**src/rtl/core/spfl_pkg.sv**
```systemverilog
package spfl_pkg;

   localparam logic [1:0] OP_ALLOC = 2'd0;
   localparam logic [1:0] OP_FREE  = 2'd1;
   localparam logic [1:0] OP_READ  = 2'd2;

   localparam logic [1:0] ST_OK    = 2'd0;
   localparam logic [1:0] ST_FULL  = 2'd1;
   localparam logic [1:0] ST_EMPTY = 2'd2;

   typedef struct packed {
      logic [1:0]  operation;
      logic [3:0]  slot_index;
      logic [31:0] write_data;
      logic        has_data;
   } req_type;

   typedef struct packed {
      logic [3:0]  granted_index;
      logic [31:0] read_data;
      logic [1:0]  status;
      logic [4:0]  used_count;
   } rsp_type;

   typedef struct packed {
      logic       alloc_ok;
      logic       free_ok;
      logic [1:0] status;
   } ring_status_type;

   typedef struct packed {
      logic write_en;
      logic clear_en;
   } store_cmd_type;

endpackage

```
**src/rtl/core/spfl_ram.sv**
```systemverilog
module spfl_ram #(
   parameter int WIDTH = 8,
   parameter int DEPTH = 16
) (
   input  logic                     clock,
   input  logic                     wr_en,
   input  logic [$clog2(DEPTH)-1:0] wr_addr,
   input  logic [WIDTH-1:0]         wr_data,
   input  logic                     rd_en,
   input  logic [$clog2(DEPTH)-1:0] rd_addr,
   output logic [WIDTH-1:0]         rd_data
);

   logic [WIDTH-1:0] mem_ff [DEPTH];
   logic [WIDTH-1:0] rd_data_ff;

   always_ff @(posedge clock) begin
      if (wr_en) begin
         mem_ff[wr_addr] <= wr_data;
      end
      if (rd_en) begin
         rd_data_ff <= mem_ff[rd_addr];
      end
   end

   assign rd_data = rd_data_ff;

endmodule

```
**src/rtl/core/spfl_ring.sv**
```systemverilog
module spfl_ring
   import spfl_pkg::*;
#(
   parameter int SLOTS = 16
) (
   input  logic                       clock,
   input  logic                       reset,
   input  logic                       accept,
   input  logic [1:0]                 operation,
   input  logic [$clog2(SLOTS)-1:0]   free_index,
   output ring_status_type            decision,
   output logic [$clog2(SLOTS+1)-1:0] used_next,
   output logic [$clog2(SLOTS)-1:0]   grant_slot
);

   localparam int IW = $clog2(SLOTS);
   localparam int CW = $clog2(SLOTS + 1);

   logic [IW-1:0] take_ff, take_in;
   logic [IW-1:0] ret_ff, ret_in;
   logic          wrapped_ff, wrapped_in;
   logic [CW-1:0] in_use_ff, in_use_in;
   logic          rd_written_ff, rd_written_in;
   logic [IW-1:0] rd_default_ff, rd_default_in;
   logic          alloc_ok, free_ok;
   logic [IW-1:0] ring_q;

   always_comb begin
      alloc_ok = (operation == OP_ALLOC) && (in_use_ff != CW'(SLOTS));
      free_ok  = (operation == OP_FREE) && (in_use_ff != '0);
      decision.alloc_ok = alloc_ok;
      decision.free_ok  = free_ok;
      if ((operation == OP_ALLOC) && !alloc_ok) begin
         decision.status = ST_FULL;
      end else if ((operation == OP_FREE) && !free_ok) begin
         decision.status = ST_EMPTY;
      end else begin
         decision.status = ST_OK;
      end
   end

   always_comb begin
      take_in       = take_ff;
      ret_in        = ret_ff;
      wrapped_in    = wrapped_ff;
      in_use_in     = in_use_ff;
      rd_written_in = rd_written_ff;
      rd_default_in = rd_default_ff;
      if (accept && alloc_ok) begin
         take_in       = (take_ff == IW'(SLOTS - 1)) ? '0 : take_ff + 1'b1;
         in_use_in     = in_use_ff + 1'b1;
         // entries past the return pointer on the first lap still hold their reset index
         rd_written_in = wrapped_ff || (take_ff < ret_ff);
         rd_default_in = take_ff;
      end
      if (accept && free_ok) begin
         ret_in     = (ret_ff == IW'(SLOTS - 1)) ? '0 : ret_ff + 1'b1;
         wrapped_in = wrapped_ff || (ret_ff == IW'(SLOTS - 1));
         in_use_in  = in_use_ff - 1'b1;
      end
   end

   always_ff @(posedge clock) begin
      if (reset) begin
         take_ff       <= '0;
         ret_ff        <= '0;
         wrapped_ff    <= 1'b0;
         in_use_ff     <= '0;
         rd_written_ff <= 1'b0;
         rd_default_ff <= '0;
      end else begin
         take_ff       <= take_in;
         ret_ff        <= ret_in;
         wrapped_ff    <= wrapped_in;
         in_use_ff     <= in_use_in;
         rd_written_ff <= rd_written_in;
         rd_default_ff <= rd_default_in;
      end
   end

   spfl_ram #(
      .WIDTH (IW),
      .DEPTH (SLOTS)
   ) u_ring_ram (
      .clock   (clock),
      .wr_en   (accept && free_ok),
      .wr_addr (ret_ff),
      .wr_data (free_index),
      .rd_en   (accept && alloc_ok),
      .rd_addr (take_ff),
      .rd_data (ring_q)
   );

   assign used_next  = in_use_in;
   assign grant_slot = rd_written_ff ? ring_q : rd_default_ff;

endmodule

```
**src/rtl/core/spfl_slot_store.sv**
```systemverilog
module spfl_slot_store
   import spfl_pkg::*;
#(
   parameter int SLOTS     = 16,
   parameter int SLOT_BITS = 32,
   parameter int STORE_DEPTH = 16
) (
   input  logic                           clock,
   input  logic                           reset,
   input  store_cmd_type                  cmd,
   input  logic [$clog2(SLOTS)-1:0]       write_slot,
   input  logic [SLOT_BITS-1:0]           write_word,
   input  logic [$clog2(STORE_DEPTH)-1:0] access_idx,
   output logic [31:0]                    read_word
);

   localparam int IW  = $clog2(SLOTS);
   localparam int SDW = $clog2(STORE_DEPTH);
   localparam bit FULL_DEPTH = (STORE_DEPTH == SLOTS);

   logic [SLOT_BITS-1:0]    data_ff [STORE_DEPTH];
   logic [STORE_DEPTH-1:0]  valid_ff;
   logic                    in_range;
   logic [SDW-1:0]          write_addr;
   logic [SLOT_BITS-1:0]    rd_full;
   logic [SLOT_BITS+31:0]   rd_ext;

   // slots above the store depth can never be freed or read, so writes there are dropped
   assign in_range   = FULL_DEPTH || ({1'b0, write_slot} < (IW + 1)'(STORE_DEPTH));
   assign write_addr = write_slot[SDW-1:0];

   always_ff @(posedge clock) begin
      if (reset) begin
         valid_ff <= '0;
      end else if (cmd.write_en && in_range) begin
         valid_ff[write_addr] <= 1'b1;
      end else if (cmd.clear_en) begin
         valid_ff[access_idx] <= 1'b0;
      end
   end

   always_ff @(posedge clock) begin
      if (cmd.write_en && in_range) begin
         data_ff[write_addr] <= write_word;
      end
   end

   assign rd_full   = valid_ff[access_idx] ? data_ff[access_idx] : '0;
   assign rd_ext    = {32'b0, rd_full};
   assign read_word = rd_ext[31:0];

endmodule

```
**src/rtl/core/slot_pool_free_list.sv**
```systemverilog
// Slot pool with a circular free list of slot indices.
// Requests enter on req_valid/req_ready, responses leave on rsp_valid/rsp_ready,
// one response per request, in request order.
// Allocate pops the next index off the ring, stores the word (or zero) in that
// slot and returns the index; free pushes an index back and clears its slot;
// read returns a slot's contents. Allocate on a full pool and free on an empty
// pool are refused with a status and change nothing.
// The request is registered in the middle stage, then in the response register.
// Throughput: one request per cycle unless the receiver stalls; the ring memory
// is read at acceptance and its registered output feeds the slot write when
// the middle stage advances.
// Reset clears the pointers and the use count at once; untouched ring entries
// read back their own index and untouched slots read zero, so requests are
// taken from the first cycle after reset.
// When the receiver stalls, the response register holds its value and one more
// request can sit in the middle stage; req_ready drops only when both are full.
module slot_pool_free_list
   import spfl_pkg::*;
#(
   parameter int SLOTS     = 16,
   parameter int SLOT_BITS = 32
) (
   input  logic    clock,
   input  logic    reset,
   input  logic    req_valid,
   output logic    req_ready,
   input  req_type req_data,
   output logic    rsp_valid,
   input  logic    rsp_ready,
   output rsp_type rsp_data
);

   localparam int IW  = $clog2(SLOTS);
   localparam int CW  = $clog2(SLOTS + 1);
   localparam int SD  = (SLOTS < 16) ? SLOTS : 16;
   localparam int SDW = $clog2(SD);

   logic                  accept;
   logic                  s1_advance;
   logic [SDW-1:0]        idx_sd;
   logic [IW-1:0]         idx_ring;
   ring_status_type       decision;
   logic [CW-1:0]         used_next;
   logic [CW+4:0]         used_ext;
   logic [IW-1:0]         grant_slot;
   logic [IW+3:0]         slot_ext;
   logic [SLOT_BITS+31:0] wd_ext;
   store_cmd_type         store_cmd;
   logic [31:0]           read_word;

   logic                 s1_valid_ff, s1_valid_in;
   logic [1:0]           s1_op_ff;
   logic [SDW-1:0]       s1_idx_ff;
   logic [SLOT_BITS-1:0] s1_word_ff;
   ring_status_type      s1_dec_ff;
   logic [4:0]           s1_used_ff;
   logic                 rsp_valid_ff, rsp_valid_in;
   rsp_type              rsp_data_ff, rsp_data_in;

   assign s1_advance = s1_valid_ff && (!rsp_valid_ff || rsp_ready);
   assign req_ready  = !s1_valid_ff || s1_advance;
   assign accept     = req_valid && req_ready;

   // fold the incoming index into the pool
   always_comb begin
      idx_sd = '0;
      for (int i = 0; i < 16; i++) begin
         if (req_data.slot_index == 4'(i)) begin
            idx_sd = SDW'(i % SLOTS);
         end
      end
   end

   assign idx_ring = IW'(idx_sd);
   assign used_ext = {5'b0, used_next};
   assign wd_ext   = {{SLOT_BITS{1'b0}}, req_data.write_data};

   spfl_ring #(
      .SLOTS (SLOTS)
   ) u_ring (
      .clock      (clock),
      .reset      (reset),
      .accept     (accept),
      .operation  (req_data.operation),
      .free_index (idx_ring),
      .decision   (decision),
      .used_next  (used_next),
      .grant_slot (grant_slot)
   );

   assign s1_valid_in = accept || (s1_valid_ff && !s1_advance);

   always_ff @(posedge clock) begin
      if (reset) begin
         s1_valid_ff <= 1'b0;
      end else begin
         s1_valid_ff <= s1_valid_in;
      end
   end

   always_ff @(posedge clock) begin
      if (accept) begin
         s1_op_ff   <= req_data.operation;
         s1_idx_ff  <= idx_sd;
         s1_word_ff <= req_data.has_data ? wd_ext[SLOT_BITS-1:0] : '0;
         s1_dec_ff  <= decision;
         s1_used_ff <= used_ext[4:0];
      end
   end

   assign store_cmd.write_en = s1_advance && s1_dec_ff.alloc_ok;
   assign store_cmd.clear_en = s1_advance && s1_dec_ff.free_ok;

   spfl_slot_store #(
      .SLOTS       (SLOTS),
      .SLOT_BITS   (SLOT_BITS),
      .STORE_DEPTH (SD)
   ) u_store (
      .clock      (clock),
      .reset      (reset),
      .cmd        (store_cmd),
      .write_slot (grant_slot),
      .write_word (s1_word_ff),
      .access_idx (s1_idx_ff),
      .read_word  (read_word)
   );

   assign slot_ext = {4'b0, grant_slot};

   always_comb begin
      rsp_data_in.granted_index = s1_dec_ff.alloc_ok ? slot_ext[3:0] : 4'b0;
      rsp_data_in.read_data     = (s1_op_ff == OP_READ) ? read_word : 32'b0;
      rsp_data_in.status        = s1_dec_ff.status;
      rsp_data_in.used_count    = s1_used_ff;
   end

   assign rsp_valid_in = s1_advance || (rsp_valid_ff && !rsp_ready);

   always_ff @(posedge clock) begin
      if (reset) begin
         rsp_valid_ff <= 1'b0;
      end else begin
         rsp_valid_ff <= rsp_valid_in;
      end
   end

   always_ff @(posedge clock) begin
      if (s1_advance) begin
         rsp_data_ff <= rsp_data_in;
      end
   end

   assign rsp_valid = rsp_valid_ff;
   assign rsp_data  = rsp_data_ff;

endmodule
```
**config.mk**
```make
export PLATFORM = sky130hd
export DESIGN_NAME = slot_pool_free_list
export DESIGN_NICKNAME = d
export VERILOG_FILES = /design/src/rtl/core/spfl_pkg.sv /design/src/rtl/core/spfl_ram.sv /design/src/rtl/core/spfl_ring.sv /design/src/rtl/core/spfl_slot_store.sv /design/src/rtl/core/slot_pool_free_list.sv
export SDC_FILE = /design/constraint.sdc
export NUM_CORES = 1
export LEC_CHECK = 0
export CORE_ASPECT_RATIO = 0.9
export CORE_MARGIN = 5
export CORE_UTILIZATION = 54
export DETAILED_ROUTE_END_ITERATION = 7
export DONT_BUFFER_PORTS = 1
export PLACE_DENSITY = 0.66
export REMOVE_ABC_BUFFERS = 1
export SKIP_LAST_GASP = 1
export SLEW_MARGIN = 15
export SYNTH_ARGS = -nofsm -noshare
export SYNTH_HDL_FRONTEND = slang
export SYNTH_SLANG_ARGS = --single-unit
export TNS_END_PERCENT = 30
```
**constraint.sdc**
```tcl
create_clock -name clock -period 3.3 [get_ports clock]
set_input_delay 0.33 -clock clock [delete_from_list [all_inputs] [get_ports clock]]
set_output_delay 0.33 -clock clock [all_outputs]
set_load 0.005 [all_outputs]
```
==> impl_metrics.csv, run 1 <==
group,metric,value,unit
run_status,outcome,"finished, final reports clean",
logic_synthesis,ys_types,46,
placement,gp_congestion,0.803,
drt,drt_iter0_drc,1383,
sta,tns,0,ns
floorplanning,die_w,246,um
setup_path,cp_cell_sequence,"mux4_2, mux2i_1, a2bb2oi_4, buf_4, a21oi_1",
min_path,hold_path_class,"in2reg",
drt,vias,13100,
grt,grt_pass1_wl,86.7,mm
sta,worst_slew_pin_slew,0.972,ns
setup_path,cp.arrival,2.98,ns
placement,dp_cells,1962,
clocking,htreeDepth,3,
logic_synthesis,synth_area_leaders,"edfxtp_1 75%, mux4_2 12%, dfxtp_1 2.7%, a22oi_1 1.8%, a21oi_1 0.98%",
floorplanning,coreArea,0.0492,mm^2
sta,hold_violations,0,
clocking,cts.sinks,707,
sta,setup_violations,0,
setup_path,critPathTopFamily,"multiplexers",
power_and_ir_drop,irDropWorstVdd,0.390,mV
drt,wl_per_cell,26.8,um
placement,dpl.hpwl,31.7,mm
logic_synthesis,synthesis.area,0.0270,mm^2
logic_synthesis,ys_ff_latch,707,
clocking,clk_path_buf_depth,3,
floorplanning,start_util,54.8,%
sta,slew_viol_final,0,
sta,fin_skew,0.0201,ns
grt,grt_pass1_vias,13400,
floorplanning,rows,77,
sta,fmax,379,MHz
final_layout,areaGrowthSynthToFinish,13.6,%
setup_path,startpoint,"s1_idx_ff[1]",
logic_synthesis,synth_flop_cell,"edfxtp_1",
logic_synthesis,ys_top_cells_by_count,"670 x edfxtp_1, 148 x mux4_2, 66 x a22oi_1",
setup_path,cp_slowest_cell,"edfxtp_1",
job,cap_viol_max_count,0,
placement,io_buffers,0,
drt,drtAntennaViolNets,0,
drt,drc,0,
logic_synthesis,yosysSeqAreaShare,77.4,%
sta,max_slew_margin,35.0,%
drt,drtPass1Iterations,5,
clocking,clockRootBuffer,"clkbuf_16",
grt,grt_max_degree,109,
drt,drt-total-wl,57.1,mm
logic_synthesis,synthCells,1327,
sta,fin_crit,2.64,ns
logic_synthesis,yosysWarnings,0,
setup_path,path_class,"reg2reg",
logic_synthesis,synth_top_area_share,74.6,%
final_layout,n_fill_cell,3349,
grt,antenna_found_initial,1,
setup_path,end_kind,"flop",
drt,viasPerCell,6.16,
logic_synthesis,yosysTopAreaCell,"edfxtp_1",
clocking,clock_latency,0.59,ns
setup_path,crit_path_start_kind,"flop",
grt,grt_overflow_total,0,
sta,finalCritPeriodShare,80.0,%
floorplanning,dieArea,0.0545,mm^2
floorplanning,ios,88,
sta,rsz0062_at_grt,"no",
floorplanning,chipHeight,222,um
logic_synthesis,synth.most_common_cell,"edfxtp_1",
power_and_ir_drop,pwr_density_cell,591,mW/mm^2
final_layout,final_layout_size_suffix_gt1_share,21.8,%
grt,track_usage,21.3,%
setup_path,r2r_start,"s1_idx_ff[1]",
logic_synthesis,synth_edf_count,670,
final_layout,num_antenna_cells,0,
final_layout,final_nets,1463,
logic_synthesis,async_flop_share,0,%
setup_path,cpPeakStageDelay,0.61,ns
final_layout,stdcell_count,2127,
clocking,clkTransAtPathRegs,0.06,ns
setup_path,crit_buf_inv,1,
setup_path,critical_path_peak_fanout,14,
min_path,hp-start,"reset",
power_and_ir_drop,power_leakage,9.61,nW
setup_path,worstPathRequired,3.64,ns
logic_synthesis,syn_area_per_cell,20.3,um^2
clocking,numCtsBuffers,70,
clocking,cts_tree,"yes",
## worst paths after layout
kind | end | cells past startpoint | slack (ns)
min | u_ring.in_use_ff[4] | 2 | 0.03
max reg2reg | rsp_data[24] | 5 | 0.66
min reg2reg | rsp_data[5] | 0 | 0.42
max | rsp_data[24] | 5 | 0.66
## power by group
group | total (mW) | internal [mW] | switching (mW) | leakage (nW)
combinational | 0.743 | 0.347 | 0.396 | 2.15
sequential | 10.1 | 9.95 | 0.164 | 6.44
clock | 7.25 | 4.07 | 3.18 | 1.02
total | 18.1 | 14.4 | 3.74 | 9.61
## cell usage in the layout, fill, tap and decap left out, types with 4 or more instances in the layout
| cell | count |
|---|---|
| a211oi_1 | 17 |
| a21oi_1 | 53 |
| a221oi_1 | 6 |
| a22oi_1 | 66 |
| a31oi_1 | 15 |
| and2_1 | 33 |
| buf_12 | 17 |
| buf_4 | 28 |
| clkbuf_1 | 15 |
| clkbuf_16 | 72 |
| clkinv_1 | 11 |
| clkinv_2 | 14 |
| dfxtp_1 | 37 |
| dlygate4sd3_1 | 45 |
| edfxtp_1 | 670 |
| ha_1 | 10 |
| inv_1 | 19 |
| inv_2 | 5 |
| mux2_2 | 4 |
| mux2i_1 | 9 |
| mux4_2 | 148 |
| nand2_1 | 33 |
| nand2b_1 | 5 |
| nand3_1 | 5 |
| nand3b_1 | 5 |
| nor2_1 | 33 |
| nor2_4 | 13 |
| nor2b_1 | 11 |
| nor3_1 | 7 |
| o21ai_0 | 4 |
| or3_1 | 4 |
## metrics by stage
step | power (mW) | utilization (%) | cell area (um^2) | setup slack, ns | hold WS (ns)
final | 18.1 | 62.2 | 30600 | 0.661 | 0.0307
after CTS | 18.3 | 62.2 | 30600 | 0.625 | 0.00178
after global placement | 11.0 | 57.1 | 28100 | 0.701 | 0.402
after detailed placement | 11.0 | 57.1 | 28100 | 0.629 | 0.409
after global routing | 18.7 | 62.2 | 30600 | 0.520 | 0.0140
after floorplan | 10.8 | - | 26600 | -3.87 | 0.399
## layer usage
metal	track usage (%)	part of all wire [%]	routed length, um	vias up
met3	4.81	7.3	4140	79
li1	-	-	-	5614
met2	33.7	49	27800	493
met1	30.9	42	23900	6920
met5	0	0	0	-
met4	5.27	2.1	1200	0
## cells by family (layout without fill, tap and decap cells)
| family | count (synthesis) | after routing | share of synthesized area, % |
|---|---|---|---|
| AOI/OAI and AO/OA | 175 | 175 | 4.36 |
| xor gates and xnor gates | 3 | 3 | 0.0975 |
| adders and majority gates | 10 | 10 | 0.464 |
| buffers and inverters | 103 | 232 | 1.61 |
| DFF | 707 | 707 | 77.4 |
| muxes | 161 | 161 | 12.9 |
| and+or+nand+nor | 168 | 168 | 3.25 |
## cell type report
cell class / count / area [um^2] / share of cell area, %
Multi-Input combinational cell: 517 / 5800 / 18.9
Clock buffer: 87 / 1860 / 6.06
Sequential cell: 707 / 20900 / 68.1
Timing Repair Buffer: 90 / 1000 / 3.27
Tap cell: 671 / 840 / 2.74
Clock inverter: 31 / 193 / 0.629
Inverter: 24 / 90.1 / 0.294
## timing repair
action                    CTS  global route
hold buffers               47             0
resized for setup           0             0
setup buffers               0             0
hold endpoints to repair  140             0
## state kept, by name (all words and copies together) (netlist names), 4 cells and up
register                   flops
u_ring.u_ring_ram.mem_ff      64
u_store.data_ff              512
u_store.valid_ff              16
u_ring.take_ff                 4
s1_idx_ff                      4
s1_word_ff                    32
u_ring.in_use_ff               5
u_ring.rd_default_ff           4
u_ring.ret_ff                  4
u_ring.u_ring_ram.rd_data      4
s1_used_ff                     5
rsp_data                      43
Power figures use the tool's default switching activity.
==> inputs of run 2 (changes only) <==
==> constraint.sdc (replaced) <==
create_clock -name clock -period 2.62 [get_ports clock]
set_input_delay 0.262 -clock clock [delete_from_list [all_inputs] [get_ports clock]]
set_output_delay 0.262 -clock clock [all_outputs]
set_load 0.005 [all_outputs]
==> impl_metrics.csv, run 2 (synthesized netlist as in run 1, its figures left out) <==
group,metric,value,unit
final_layout,num_antenna_cells,0,
clocking,postCtsSetupBuffers,0,
final_layout,areaGrowthSynthToFinish,14.9,%
placement,place_ws,0.346,ns
clocking,clockRootBuffer,"clkbuf_16",
final_layout,final_layout_size_suffix_gt1_share,22.5,%
power_and_ir_drop,power_leakage,9.77,nW
final_layout,final_util,62.9,%
drt,vias,13100,
setup_path,reg2reg_slack,0.27,ns
floorplanning,coreArea,0.0492,mm^2
min_path,holdPathStages,2,
drt,drc,0,
sta,slew_viol_final,0,
setup_path,r2r_start,"u_ring.in_use_ff[0]",
placement,io_buffers,0,
grt,grt_pass1_wl,86.9,mm
grt,track_usage,21.5,%
floorplanning,die_w,246,um
sta,max_slew_margin,28.5,%
grt,grt_overflow_total,0,
setup_path,crit_buf_inv,3,
final_layout,stdcell_area,0.0310,mm^2
power_and_ir_drop,pwr_density_cell,744,mW/mm^2
drt,viasPerCell,6.12,
clocking,numCtsBuffers,71,
sta,fin_skew,0.0207,ns
setup_path,crit_path_start_kind,"flop",
setup_path,reg2regPathDepth,8,
min_path,hp-start,"req_data[38]",
sta,whs,0.0508,ns
floorplanning,start_util,54.8,%
placement,dpl.hpwl,30.5,mm
clocking,clk_path_buf_depth,3,
final_layout,final_common_cell,"edfxtp_1",
setup_path,cp_cell_sequence,"inv_1, ha_1, nand4bb_1, nand4_1, buf_4, or3_1, a21oi_1, dlygate4sd3_1",
grt,grt_pass1_vias,13400,
floorplanning,rows,77,
clocking,cts_resized,0,
sta,hold_violations,0,
power_and_ir_drop,irDropWorstVdd,0.398,mV
setup_path,end_kind,"flop",
setup_path,worstPathRequired,3.16,ns
placement,gp_congestion,0.799,
sta,setup_violations,0,
clocking,clkTransAtPathRegs,0.06,ns
drt,drtAntennaViolNets,0,
run_status,outcome,"finished, final reports clean",
clocking,cts_tree,"yes",
clocking,htreeDepth,3,
job,cap_viol_max_count,0,
sta,finalCritPeriodShare,89.9,%
clocking,hold_buffers,50,
sta,layout_setup_ws,0.265,ns
setup_path,cp.arrival,2.89,ns
grt,grt_max_degree,107,
setup_path,critical_path_peak_fanout,11,
drt,drt-total-wl,57.9,mm
setup_path,reg2reg_to,"u_ring.take_ff[2]",
sta,rsz0062_at_grt,"no",
drt,drtPass1Iterations,5,
min_path,hold_path_class,"in2reg",
placement,post_dp_cell_area,0.0283,mm^2
sta,fmax,425,MHz
setup_path,critPathTopFamily,"buffers and inverters",
setup_path,cp_slowest_cell,"dlygate4sd3_1",
grt,antenna_found_initial,2,
floorplanning,chipHeight,222,um
clocking,cts.sinks,707,
sta,fin_crit,2.35,ns
drt,wl_per_cell,27.0,um
drt,drt_iter0_drc,1263,
final_layout,largest_register,"u_store.data_ff",
floorplanning,ios,88,
floorplanning,dieArea,0.0545,mm^2
setup_path,path_class,"reg2reg",
final_layout,n_fill_cell,3313,
final_layout,final_nets,1479,
final_layout,final_cell_mix,"670 x edfxtp_1, 148 x mux4_2, 72 x clkbuf_16",
clocking,clock_latency,0.59,ns
min_path,min_to,"s1_dec_ff[2]",
sta,worst_slew_pin_slew,1.07,ns
final_layout,largest_reg_flops,512,
setup_path,cpPeakStageDelay,0.55,ns
[run 2: cell types whose count changed in the layout (fill, tap and decap cells not counted), sizes merged]
cell / delta
bufinv: +2
clkbuf: -2
buf: +12
dlygate4sd3: +3
clkinv: +3
clkinvlp: +1
[run 2: how the worst max path moves through the flow]
stage | from | to | slack, ns | cells past startpoint
4_1_cts | u_ring.in_use_ff[0] | u_ring.take_ff[2] | 0.28 | 8
3_5_place_dp | s1_idx_ff[0] | rsp_data[25] | 0.35 | 5
6_report | u_ring.in_use_ff[0] | u_ring.take_ff[2] | 0.27 | 8
5_1_grt | u_ring.in_use_ff[0] | u_ring.take_ff[2] | 0.08 | 8
3_3_place_gp | s1_idx_ff[0] | rsp_data[23] | 0.36 | 5
2_1_floorplan | s1_idx_ff[0] | rsp_data[10] | -4.55 | 4
[run 2: power breakdown]
group          internal, mW  total, mW  leakage [nW]  switching, mW
sequential             12.5       12.7          6.44          0.201
combinational         0.457      0.971          2.28          0.514
clock                  5.36       9.35          1.05           3.99
[run 2: worst reg2reg max path, stage by stage, from the launching register on]
cell and delay, ns:
dfxtp_1 0.43, inv_1 0.09, ha_1 0.25, nand4bb_1 0.14, nand4_1 0.17, buf_4 0.22, or3_1 0.31, a21oi_1 0.14
dlygate4sd3_1 0.55
[run 2: area by class of cell]
class	instances	area [um^2]	share of cell area, %
inverter	24	90.1	0.291
multi-input combinational	517	5800	18.7
clock buffer	85	1860	6.01
sequential	707	20900	67.3
clock inverter	37	274	0.884
tap	671	840	2.71
timing repair buffer	105	1260	4.06
[run 2: metal layers]
metal | wire length [um] | GRT usage (%) | up-vias
li1 | - | - | 5656
met1 | 24200 | 31.3 | 6868
met2 | 28100 | 33.6 | 524
met3 | 4310 | 4.98 | 91
met4 | 1360 | 5.78 | 0
met5 | 0 | 0 | -
[run 2: stage by stage]
step	setup TNS, ns	std cells	total power [mW]
after detailed placement	0	1974	13.8
final	0	2146	23.1
after global routing	0	2146	23.8
after floorplan	-340.58	1248	13.6
after global placement	0	1974	13.8
after CTS	0	2146	23.3
==> inputs of run 3 (changes only) <==
--- a/config.mk
+++ b/config.mk
@@ -8,6 +8,7 @@
 export CORE_ASPECT_RATIO = 0.9
 export CORE_MARGIN = 5
 export CORE_UTILIZATION = 54
+export CTS_CLUSTER_DIAMETER = 30
 export DETAILED_ROUTE_END_ITERATION = 7
 export DONT_BUFFER_PORTS = 1
 export PLACE_DENSITY = 0.66
==> constraint.sdc (replaced) <==
create_clock -name clock -period 3 [get_ports clock]
set_input_delay 0.3 -clock clock [delete_from_list [all_inputs] [get_ports clock]]
set_output_delay 0.3 -clock clock [all_outputs]
set_load 0.005 [all_outputs]
==> impl_metrics.csv, run 3 (synthesized netlist as in run 1, its figures left out) <==
group,metric,value,unit
run_status,outcome,"finished, final reports clean",
job,cap_viol_max_count,0,
setup_path,crit_path_start_kind,"flop",
clocking,clockRootBuffer,"clkbuf_16",
grt,grt_overflow_total,0,
sta,fmax,396,MHz
final_layout,areaGrowthSynthToFinish,22.4,%
power_and_ir_drop,pwr_density_cell,779,mW/mm^2
floorplanning,chipHeight,222,um
floorplanning,ios,88,
setup_path,reg2reg_slack,0.47,ns
clocking,clock_latency,0.66,ns
final_layout,final_util,67.0,%
floorplanning,start_util,54.8,%
drt,drc,0,
setup_path,critical_path_peak_fanout,61,
sta,layout_setup_ws,0.474,ns
final_layout,largest_reg_flops,512,
sta,max_slew_margin,36.0,%
drt,drt-total-wl,59.0,mm
min_path,min_to,"u_ring.rd_written_ff",
final_layout,final_nets,1530,
setup_path,cp.arrival,2.91,ns
sta,slew_viol_final,0,
clocking,cts_resized,0,
drt,wl_per_cell,26.2,um
drt,drtAntennaViolNets,0,
final_layout,n_fill_cell,3109,
setup_path,end_kind,"flop",
floorplanning,rows,77,
grt,grt_pass1_wl,89.6,mm
setup_path,worstPathRequired,3.38,ns
placement,gp_congestion,0.794,
clocking,cts.sinks,707,
sta,finalCritPeriodShare,84.2,%
final_layout,final_layout_size_suffix_gt1_share,26.7,%
final_layout,stdcell_area,0.0330,mm^2
sta,whs,0.0556,ns
min_path,hp-start,"req_valid",
clocking,numCtsBuffers,115,
power_and_ir_drop,irDropWorstVdd,0.588,mV
placement,dpl.hpwl,31.2,mm
grt,track_usage,22.0,%
sta,fin_skew,0.0315,ns
setup_path,reg2reg_to,"rsp_data[30]",
grt,grt_pass1_vias,14100,
drt,viasPerCell,6.06,
sta,fin_crit,2.53,ns
floorplanning,coreArea,0.0492,mm^2
sta,hold_violations,0,
final_layout,final_common_cell,"edfxtp_1",
final_layout,num_antenna_cells,0,
drt,drtPass1Iterations,5,
drt,vias,13600,
floorplanning,dieArea,0.0545,mm^2
setup_path,reg2regPathDepth,4,
sta,worst_slew_pin_slew,0.956,ns
clocking,cts_tree,"yes",
clocking,clk_path_buf_depth,3,
clocking,htreeDepth,3,
final_layout,largest_register,"u_store.data_ff",
sta,setup_violations,0,
clocking,clkTransAtPathRegs,0.06,ns
floorplanning,die_w,246,um
drt,drt_iter0_drc,1390,
power_and_ir_drop,power_leakage,10.7,nW
final_layout,final_cell_mix,"670 x edfxtp_1, 148 x mux4_2, 118 x clkbuf_16",
placement,place_ws,0.468,ns
grt,antenna_found_initial,2,
setup_path,r2r_start,"s1_idx_ff[1]",
min_path,hold_path_class,"in2reg",
placement,io_buffers,0,
clocking,postCtsSetupBuffers,0,
grt,grt_max_degree,62,
min_path,holdPathStages,3,
sta,rsz0062_at_grt,"no",
setup_path,path_class,"reg2reg",
placement,post_dp_cell_area,0.0283,mm^2
run 3: what timing repair did:
item / in CTS / in global routing
hold buffers: 58 / 0
setup endpoints to repair: 0 / 0
endpoints found under the hold margin: 144 / 0
run 3: critical path: stages (launching register included):
cell	delay, ns
edfxtp_1	0.58
buf_4	0.74
mux4_2	0.41
a22oi_1	0.32
a21oi_1	0.11
run 3: layout make-up:
| cell class | instances | area [um^2] | share of cell area (%) |
|---|---|---|---|
| inverters | 24 | 90.1 | 0.273 |
| flip-flops and latches | 707 | 20900 | 63.2 |
| repair buffers | 112 | 1310 | 3.96 |
| multi-input cells | 517 | 5800 | 17.6 |
| well taps | 671 | 840 | 2.54 |
| clock buffers | 136 | 3040 | 9.22 |
| clock inverters | 82 | 1060 | 3.21 |
run 3: worst max path at each step:
stage	slack (ns)	end	depth (start not counted)	from
finish	0.47	rsp_data[30]	4	s1_idx_ff[1]
global route	0.33	rsp_data[35]	5	s1_idx_ff[0]
CTS	0.44	rsp_data[30]	4	s1_idx_ff[1]
detailed placement	0.47	rsp_data[38]	5	s1_idx_ff[0]
global placement	0.49	rsp_data[30]	4	s1_idx_ff[1]
floorplan	-4.17	rsp_data[10]	4	s1_idx_ff[0]
run 3: per-layer routing:
| layer | GRT usage [%] | share of wire (%) | up-vias | wire [um] |
|---|---|---|---|---|
| li1 | - | - | 5804 | - |
| met1 | 32.0 | 42 | 7139 | 24600 |
| met2 | 33.9 | 48 | 573 | 28100 |
| met3 | 5.75 | 8.6 | 104 | 5050 |
| met4 | 5.65 | 2.1 | 0 | 1220 |
| met5 | 0 | 0 | - | 0 |
run 3: where the power goes:
group	leakage (nW)	total, mW	internal (mW)	switching, mW
clock	1.99	13.7	9.14	4.55
combinational	2.30	0.852	0.405	0.447
sequential	6.44	11.1	11.0	0.176
run 3: per-stage QoR:
step                      std cells  total power, mW  setup TNS, ns
after floorplan                1248             11.9        -182.60
after detailed placement       1973             12.1              0
after global routing           2249             26.5              0
after global placement         1973             12.1              0
after CTS                      2249             25.9              0
final                          2249             25.7              0
